===== src/hw/rtl/packed_pixel_store_assert.svh =====
// Assertion macros shared by the packed pixel store modules.
`ifndef PACKED_PIXEL_STORE_ASSERT_SVH
`define PACKED_PIXEL_STORE_ASSERT_SVH

// Same-cycle implication, checked outside reset.
`define PPS_ASSERT_NOW(label, clk, rst_n, ante, cons, msg) \
    label: assert property (@(posedge clk) disable iff (!rst_n) (ante) |-> (cons)) \
        else $error(msg);

// Next-cycle implication, checked outside reset.
`define PPS_ASSERT_NEXT(label, clk, rst_n, ante, cons, msg) \
    label: assert property (@(posedge clk) disable iff (!rst_n) (ante) |=> (cons)) \
        else $error(msg);

`endif


===== src/hw/rtl/pps_pkg.sv =====
`default_nettype none

package pps_pkg;

    localparam int PPS_MAX_WIDTH  = 256;
    localparam int PPS_MAX_HEIGHT = 256;

    localparam int CFG_IDX_W  = 2;
    localparam int CFG_DATA_W = 9;
    localparam int COORD_W    = 16;
    localparam int PIX_W      = 8;
    localparam int DEPTH_W    = 2;

    typedef enum logic [CFG_IDX_W-1:0] {
        CFG_WIDTH  = 2'd0,
        CFG_HEIGHT = 2'd1,
        CFG_DEPTH  = 2'd2
    } t_cfg_idx;

    localparam logic [DEPTH_W-1:0] DEPTH_RESET = 2'd3;

    // Controller to datapath commands
    typedef struct packed {
        logic load_item;
        logic prep;
        logic calc_addr;
        logic mem_read;
        logic mem_modify;
        logic load_out;
    } t_cmd;

    // Datapath to controller status
    typedef struct packed {
        logic in_range;
    } t_status;

endpackage

`default_nettype wire


===== src/hw/rtl/pps_ctrl.sv =====
`default_nettype none

`include "packed_pixel_store_assert.svh"

module pps_ctrl
    import pps_pkg::*;
(
    input  wire logic    i_clk,
    input  wire logic    i_rst_n,
    input  wire logic    i_s_tvalid,
    output logic         o_s_tready,
    output logic         o_m_tvalid,
    input  wire logic    i_m_tready,
    input  wire t_status i_status,
    output t_cmd         o_cmd
);

    typedef enum logic [2:0] {
        S_IDLE,
        S_PREP,
        S_ADDR,
        S_READ,
        S_MODIFY,
        S_DONE
    } t_state;

    t_state r_state;
    t_state n_state;
    logic   r_out_valid;
    logic   n_out_valid;
    t_cmd   cmd;

    always_comb begin
        cmd         = '0;
        n_state     = r_state;
        case (r_state)
            S_IDLE: begin
                cmd.load_item = i_s_tvalid;
                if (i_s_tvalid) begin
                    n_state = S_PREP;
                end
            end
            S_PREP: begin
                cmd.prep = 1'b1;
                n_state  = S_ADDR;
            end
            S_ADDR: begin
                cmd.calc_addr = 1'b1;
                // skip the memory entirely for coordinates outside the image
                n_state = i_status.in_range ? S_READ : S_DONE;
            end
            S_READ: begin
                cmd.mem_read = 1'b1;
                n_state      = S_MODIFY;
            end
            S_MODIFY: begin
                cmd.mem_modify = 1'b1;
                n_state        = S_DONE;
            end
            S_DONE: begin
                // hold until the output register is free
                cmd.load_out = !r_out_valid || i_m_tready;
                if (cmd.load_out) begin
                    n_state = S_IDLE;
                end
            end
            default: begin
                n_state = S_IDLE;
            end
        endcase

        if (cmd.load_out) begin
            n_out_valid = 1'b1;
        end else if (i_m_tready) begin
            n_out_valid = 1'b0;
        end else begin
            n_out_valid = r_out_valid;
        end
    end

    always_ff @(posedge i_clk) begin
        if (!i_rst_n) begin
            r_state     <= S_IDLE;
            r_out_valid <= 1'b0;
        end else begin
            r_state     <= n_state;
            r_out_valid <= n_out_valid;
        end
    end

    assign o_s_tready = (r_state == S_IDLE);
    assign o_m_tvalid = r_out_valid;
    assign o_cmd      = cmd;

    `PPS_ASSERT_NOW(a_load_out_free, i_clk, i_rst_n, cmd.load_out,
        !r_out_valid || i_m_tready, "result loaded over an unsent result")
    `PPS_ASSERT_NOW(a_read_in_range, i_clk, i_rst_n, cmd.mem_read || cmd.mem_modify,
        i_status.in_range, "memory access for coordinates outside the image")
    `PPS_ASSERT_NEXT(a_valid_from_done, i_clk, i_rst_n,
        (r_state != S_DONE) && !r_out_valid, !r_out_valid,
        "result valid raised outside the done step")

endmodule

`default_nettype wire


===== config.mk =====
export PLATFORM = sky130hd
export DESIGN_NAME = pps_ctrl
export DESIGN_NICKNAME = d
export VERILOG_FILES = /design/src/hw/rtl/pps_pkg.sv /design/src/hw/rtl/pps_ctrl.sv
export VERILOG_INCLUDE_DIRS = /design/src /design/src/hw/rtl
export SDC_FILE = /design/constraint.sdc
export NUM_CORES = 1
export LEC_CHECK = 0
export BUFFER_PORTS_ARGS = -buffer_cell sky130_fd_sc_hd__buf_2
export CORE_AREA = 2 2 39 41
export CTS_BUF_LIST = sky130_fd_sc_hd__clkbuf_4 sky130_fd_sc_hd__clkbuf_8
export CTS_CLUSTER_DIAMETER = 50
export DETAILED_ROUTE_END_ITERATION = 10
export DIE_AREA = 0 0 41 43
export HOLD_SLACK_MARGIN = 0.12
export MAX_ROUTING_LAYER = met4
export PLACE_DENSITY_LB_ADDON = 0.3
export SLEW_MARGIN = 0
export SYNTH_ARGS = -nofsm -noshare
export SYNTH_HDL_FRONTEND = slang
export SYNTH_SLANG_ARGS = --single-unit

===== constraint.sdc =====
create_clock -name i_clk -period 1.34 [get_ports i_clk]
set_input_delay 0.268 -clock i_clk [delete_from_list [all_inputs] [get_ports i_clk]]
set_output_delay 0.268 -clock i_clk [all_outputs]
set_load 0.1 [all_outputs]

* After elaboration in Yosys (flattened, before gate mapping)
Cells that the tools add are included.
Storage, ports and cells: output and inout port bits 8, bits of input ports 5, bits in registers 4, logic and storage cells 26
Operators by class: reduce and logical (&&, ||, !) cells 5, muxes and demuxes 12, equal/unequal tests 7
Operators with widths (count):
- case mux 3 bit (6 select lines) | 1
- two-way mux 3 bit | 3
- two-way mux 1 bit | 8
- == test 3 x 2 -> 1 bit (second input constant) | 2
- == test 3 bit (second input constant) | 2
- != test 2 bit (second input constant) | 2
- == test 3 x 1 -> 1 bit (second input constant) | 1
- zero test 3 bit | 1
- AND reduction 2 bit | 1
- nonzero test 2 bit | 1
- zero test 1 bit | 1
- logical OR 1 bit | 1

* Depth between registers and ports, before layout
Gate-level depths: netlist (run 1).
word-level depth 4, depth in mapped cells 5

* Worst setup path after synthesis (run 1)
Ideal clock, no wire load.
kind register to output, from register r_state[1], to output o_cmd[5] (netlist bit), path buffers 1, stages on the path, launching flop included 4, data arrival time 3.463 ns, slack -2.391 ns, cells stage by stage dfxtp_1 > buf_6 > nor3_1 > and2_1
RTL lines:
- start: declaration | line pps_ctrl.sv:27 | t_state r_state;
- start signal: assignment | line pps_ctrl.sv:86 | r_state <= n_state;
- end: declaration | line pps_ctrl.sv:15 | output t_cmd o_cmd

==> run_results.csv, run 1 <==
group,metric,value,unit
run_status,outcome,"complete, but fails checks",
run_status,violations,"setup timing",
critical_path,rr_worst_depth,4,
critical_path,crit_type,"flop to output port",
logic_synthesis,syn_inst,33,
sta,rsz0062_at_grt,"yes",
drt,drcViolationCount,0,
flow_run,cap_violations,0,
cts,cts_root_buffer,"clkbuf_4",
critical_path,cp_top_family,"simple AND/OR/NAND/NOR gates",
drt,detail-route-antenna-nets,0,
drt,first_pass_iters,1,
die,start_util,17.7,%
placement,io_buffers,12,
drt,vias,286,
critical_path,crit_fanout,5,
pwr,power_density,996,nW/um2
die,rows,14,
cts,clk_pin_slew,0.04,ns
critical_path,start_kind,"flop",
global_routing,grtUsageTotal,10.1,%
cts,clk_latency,0.23,ns
drt,via_per_inst,4.09,
die,io_pins,13,
die,fp.dieH,43,um
worst_hold_path,hold_class,"input pin to flop",
global_routing,grt_pass1_wl,1100,um
sta,clock.fmax,704,MHz
sta,finalMaxSlewViolations,0,
final_layout,nets,61,
critical_path,reg2reg_slack,0.22,ns
final_layout,layout_common_cells,"buf_12, buf_2, buf_4, dfxtp_4, buf_6",
sta,hold_viol,0,
cts,clock_path_buffers,2,
logic_synthesis,synth_cell_types,18,
logic_synthesis,synth_warnings,0,
global_routing,grt_max_degree,8,
sta,period_share,106,%
final_layout,layout_commonest_cell,"buf_12",
critical_path,crit_chain,"and2b_1 -> nand2_2 -> nor2_4 -> buf_12",
drt,wirelength,586,um
die,dieArea,1760,um2
critical_path,endpoint_kind,"output port",
sta,timing.final.crit_period,1.42,ns
critical_path,cp.required,1.07,ns
global_routing,grt_pass1_vias,288,
sta,holdWs,0.297,ns
worst_hold_path,min_from,"i_rst_n",
drt,drt_iter0_markers,0,
pwr,p_total,0.596,mW
sta,setup-violations-final,7,
critical_path,slowest_delay,0.36,ns
pwr,max-vdd-ir-drop,0.436,mV
die,core_area,1380,um2
cts,cts_buffers,3,
logic_synthesis,ys_ff_latch,4,
cts,cts_tree,"yes",
pwr,power_leakage,0.244,nW
logic_synthesis,synth_area,245,um2
critical_path,cp.arrival,1.15,ns
sta,slew_headroom,68.0,%
cts,cts_sinks,4,
critical_path,rr_startpoint,"r_state[1]",
global_routing,overflow,0,
sta,fin_skew,0.00190,ns
logic_synthesis,synth_fp_nets,38,
final_layout,n_antenna_cell,0,
drt,drt-wirelength-per-cell,8.37,um
die,die_x,41,um
logic_synthesis,synth_seq_area_share,32.7,%
critical_path,worst-path-buf-inv,1,
worst_hold_path,holdPathStages,2,
sta,tightest_slew,0.484,ns
placement,gp_congestion,0.750,
sta,setup_ws,-0.0800,ns
final_layout,syn_to_final_growth,144,%
cts,h-tree-depth,1,
global_routing,antenna_found_initial,0,
placement,hpwlAfterDp,464,um
critical_path,crit_path_top_delay_cell,"dfxtp_4",
critical_path,reg2reg_to,"r_state[0]",
final_layout,drive_above_1_share,70.4,%
worst_hold_path,holdPathEnd,"r_state[2]",
placement,place_ws,0.0286,ns
logic_synthesis,syn-mean-instance-area,7.43,um2
-- metal layers --
metal	up-vias	wire [um]	global-route usage, %
met3	2	29	3.14
li1	151	-	-
met1	127	220	11.0
met4	0	8	10.0
met5	-	0	-
met2	6	328	13.4
-- cell type report --
type | instances | area (um2)
fillers | 132 | 786
repair buffers | 21 | 248
multi-input cells | 25 | 206
flip-flops and latches | 4 | 95.1
clock buffers | 3 | 22.5
well taps | 16 | 20.0
inverters | 1 | 6.26
-- worst max-delay path by stage --
| stage | slack [ns] | to | cells after the start | from |
|---|---|---|---|---|
| 2_1_floorplan | -0.65 | o_cmd[5] | 3 | r_state[1] |
| 3_3_place_gp | 0.04 | o_cmd[0] | 4 | r_state[1] |
| 3_5_place_dp | 0.03 | o_cmd[0] | 4 | r_state[1] |
| 4_1_cts | -0.14 | o_cmd[0] | 4 | r_state[1] |
| 5_1_grt | -0.14 | o_cmd[0] | 4 | r_state[1] |
| 6_report | -0.08 | o_cmd[0] | 4 | r_state[1] |
-- Yosys cell counts (all sizes together) --
master / instances / area [um2]
nor2: 4 / 15.0
and2b: 1 / 7.51
o21a: 1 / 7.51
nor3b: 2 / 15.0
nand3: 1 / 5.00
dfxtp: 4 / 80.1
nand2b: 3 / 18.8
nor2b: 2 / 12.5
a21boi: 1 / 7.51
buf: 3 / 23.8
inv: 1 / 3.75
nor3: 2 / 10.0
a21oi: 3 / 15.0
or3: 1 / 6.26
nand2: 3 / 11.3
and2: 1 / 6.26
-- through the flow --
stage | instance area, um2 | setup TNS [ns] | cells | utilization, %
after CTS | 572 | -0.472 | 69 | 41.3
final | 598 | -0.282 | 70 | 43.2
after floorplan | 309 | -1.42 | 33 | -
after global placement | 505 | 0 | 63 | 36.5
after global routing | 598 | -0.623 | 70 | 43.2
after detailed placement | 505 | 0 | 63 | 36.5
-- cell families after synthesis --
| logic type | count (synthesis) | share of synthesized area [%] |
|---|---|---|
| simple gates | 20 | 43.9 |
| buf+inv | 4 | 11.2 |
| flops | 4 | 32.7 |
| compound gates | 5 | 12.2 |
-- worst reg2reg max path: stages (launching register included) --
cell and delay, ns:
dfxtp_4 0.36, buf_4 0.15, or3_1 0.37, nand3_1 0.09, a21oi_1 0.04
-- state kept, by name, summed over array words and instances (netlist names) --
| signal | cells |
|---|---|
| o_m_tvalid | 1 |
| r_state | 3 |
-- power by group --
group          total, mW  switching [mW]  leakage (nW)  internal (mW)
clock              0.141          0.0417        0.0138         0.0996
combinational      0.315           0.182         0.194          0.133
sequential         0.139          0.0149        0.0356          0.124
total              0.596           0.239         0.244          0.357
-- repair_timing --
| action | in CTS | in global routing |
|---|---|---|
| setup buffers | 3 | 1 |
| hold buffers | 0 | 0 |
| endpoints found under the setup margin | 7 | 6 |
| pin swaps | 4 | 5 |
| resized for setup | 8 | 5 |
(Power assumes the default switching activity.)
==> run 2: changes to the inputs <==
--- a/config.mk
+++ b/config.mk
@@ -6,6 +6,7 @@
 export SDC_FILE = /design/constraint.sdc
 export NUM_CORES = 1
 export LEC_CHECK = 0
+export ABC_AREA = 1
 export BUFFER_PORTS_ARGS = -buffer_cell sky130_fd_sc_hd__buf_2
 export CORE_AREA = 2 2 39 41
 export CTS_BUF_LIST = sky130_fd_sc_hd__clkbuf_4 sky130_fd_sc_hd__clkbuf_8
==> run 2 against run 1 <==
The run still ends with setup timing left. Core utilization shrank 5.8 points. Cell count is the same. Worst setup slack gained 0.050 ns. Sequential share of layout area is 2.0 points higher. First-iteration DRC count up 1. Highest routed layer unchanged.
==> run_results.csv, run 2 <==
group,metric,value,unit
sta,setup-violations-final,4,
global_routing,antenna_found_initial,0,
pwr,power_leakage,0.217,nW
die,start_util,16.3,%
critical_path,crit_path_top_delay_cell,"dfxtp_4",
logic_synthesis,syn-mean-instance-area,5.93,um2
critical_path,worst-path-buf-inv,1,
worst_hold_path,min_from,"i_status",
critical_path,endpoint_kind,"output port",
die,core_area,1380,um2
sta,rsz0062_at_grt,"yes",
drt,drt_iter0_markers,1,
die,io_pins,13,
worst_hold_path,hold_class,"input pin to flop",
logic_synthesis,synth_fp_nets,43,
die,rows,14,
final_layout,syn_to_final_growth,130,%
global_routing,grtUsageTotal,7.72,%
sta,slew_headroom,68.0,%
pwr,p_total,0.657,mW
sta,timing.final.crit_period,1.37,ns
cts,cts_buffers,3,
placement,dp_cells,67,
cts,cts_root_buffer,"clkbuf_4",
logic_synthesis,syn_inst,38,
final_layout,final_cells,70,
global_routing,grt_pass1_vias,246,
sta,holdWs,0.290,ns
final_layout,layout_common_cells,"buf_12, buf_2, inv_1, nor2_1, a21oi_1",
cts,cts_tree,"yes",
drt,wirelength,549,um
global_routing,overflow,0,
placement,io_buffers,12,
sta,clock.fmax,730,MHz
die,dieArea,1760,um2
final_layout,postLayoutCoreUtil,37.4,%
drt,drcViolationCount,0,
pwr,combPwrFrac,55.0,%
pwr,switchingPower,0.300,mW
drt,vias,288,
logic_synthesis,ys_async_sr_fraction,0,%
critical_path,crit_fanout,5,
cts,clock_path_buffers,2,
logic_synthesis,yosys.area.top_type_share,35.6,%
pwr,max-vdd-ir-drop,0.511,mV
global_routing,grt_pass1_wl,855,um
critical_path,cp_common_cell,"nor2_4",
logic_synthesis,synthTopCellsByCount,"inv_1, nor2_1, nand2_1, a21oi_1, dfxtp_1",
cts,h-tree-depth,1,
die,fp.dieH,43,um
final_layout,n_antenna_cell,0,
critical_path,start_kind,"flop",
sta,fin_skew,0.0000655,ns
drt,detail-route-antenna-nets,0,
die,die_x,41,um
critical_path,cp.arrival,1.10,ns
sta,tightest_slew,0.483,ns
pwr,seq_power_share,22.6,%
pwr,intPower,0.357,mW
pwr,p_sw_share,45.6,%
critical_path,reg2reg_slack,0.40,ns
run_status,violations,"setup timing",
logic_synthesis,synth_warnings,0,
critical_path,crit_type,"flop to output port",
critical_path,rr_startpoint,"r_state[1]",
flow_run,cap_violations,0,
worst_hold_path,holdPathStages,3,
critical_path,cp_top_family,"flip-flops",
final_layout,drive_above_1_share,68.5,%
critical_path,reg2reg_to,"r_state[2]",
final_layout,largest_reg_flops,3,
run_status,outcome,"complete, but fails checks",
drt,drt-wirelength-per-cell,7.84,um
global_routing,grt_max_degree,6,
critical_path,slowest_delay,0.36,ns
sta,period_share,102,%
pwr,power_density,1270,nW/um2
logic_synthesis,ys_ff_latch,4,
logic_synthesis,synth_cell_types,10,
sta,hold_viol,0,
logic_synthesis,synth_edf_count,0,
worst_hold_path,holdPathEnd,"r_state[1]",
placement,gp_congestion,0.725,
drt,first_pass_iters,4,
logic_synthesis,yosysTopAreaCell,"dfxtp_1",
final_layout,fill_cells,156,
cts,cts_sinks,4,
critical_path,cp.required,1.07,ns
logic_synthesis,synth_seq_area_share,35.6,%
sta,fin_setup_tns,-0.0658,ns
sta,setup_ws,-0.0301,ns
cts,ctsHoldBuffers,0,
critical_path,crit_chain,"nor2_4 -> nand2_4 -> nor2_4 -> buf_12",
logic_synthesis,yosys_most_used_dff,"dfxtp_1",
cts,post-cts-setup-buffers,0,
cts,clk_latency,0.23,ns
final_layout,regMostFlops,"r_state",
sta,finalMaxSlewViolations,0,
final_layout,nets,61,
logic_synthesis,synth_area,225,um2
placement,hpwlAfterDp,424,um
final_layout,layout_commonest_cell,"buf_12",
pwr,p_clk_share,22.3,%
drt,via_per_inst,4.11,
cts,clk_pin_slew,0.04,ns
logic_synthesis,ys_top_cells_by_area,"dfxtp_1, inv_1, nor2_1, a21oi_1, nand2_1",
critical_path,rr_worst_depth,6,
[run 2: final cells by class]
cell class	instances	area (um2)	area share [%]
flip-flops and latches	4	92.6	17.9
clock buffers	3	22.5	4.35
repair buffers	14	184	35.5
multi-input cells	24	155	30.0
well taps	16	20.0	3.86
inverters	9	43.8	8.45
[run 2: what timing repair did]
| action | in CTS | in global routing |
|---|---|---|
| gates cloned | 0 | 0 |
| endpoints found under the setup margin | 6 | 6 |
| pin swaps | 0 | 3 |
| gates resized for setup | 14 | 6 |
[run 2: routing by layer]
| layer | wire (um) | share of wire, % | GRT usage (%) | vias to the layer above |
|---|---|---|---|---|
| li1 | - | - | - | 147 |
| met1 | 190 | 35 | 8.04 | 131 |
| met2 | 318 | 58 | 10.0 | 8 |
| met3 | 25 | 4.6 | 3.14 | 2 |
| met4 | 14 | 2.6 | 8.00 | 0 |
| met5 | 0 | 0 | - | - |
[run 2: worst max-delay path by stage]
stage / start / to / slack (ns) / depth (start not counted)
3_5_place_dp: r_state[2] / o_cmd[0] / 0.08 / 3
4_1_cts: r_state[0] / o_cmd[5] / -0.03 / 4
3_3_place_gp: r_state[2] / o_cmd[0] / 0.09 / 3
6_report: r_state[1] / o_cmd[5] / -0.03 / 4
2_1_floorplan: r_state[2] / r_state[1] / -0.24 / 5
5_1_grt: r_state[1] / o_cmd[0] / -0.07 / 4
[run 2: cells by family after synthesis]
family,count (synthesis),share of synthesized area [%]
compound gates,6,13.3
buf+inv,10,18.3
flops,4,35.6
simple gates,18,32.8
[run 2: worst min-delay path, stage by stage]
cell and delay [ns]:
buf_2 0.10, nand2_1 0.06, a21oi_1 0.05
[run 2: stage by stage]
step,setup slack [ns],area [um2]
2_1_floorplan,-0.242,246
3_3_place_gp,0.0923,439
3_5_place_dp,0.0802,439
4_1_cts,-0.0253,499
5_1_grt,-0.0727,518
6_report,-0.0301,518
[run 2: power groups by stage]
| stage | clock [mW] | combinational [mW] | sequential, mW |
|---|---|---|---|
| finish | 0.147 | 0.361 | 0.149 |
| global route | 0.166 | 0.375 | 0.151 |
| CTS | 0.155 | 0.351 | 0.146 |
| detailed placement | 0 | 0.336 | 0.142 |
| global placement | 0 | 0.336 | 0.142 |
| floorplan | 0 | 0.216 | 0.146 |
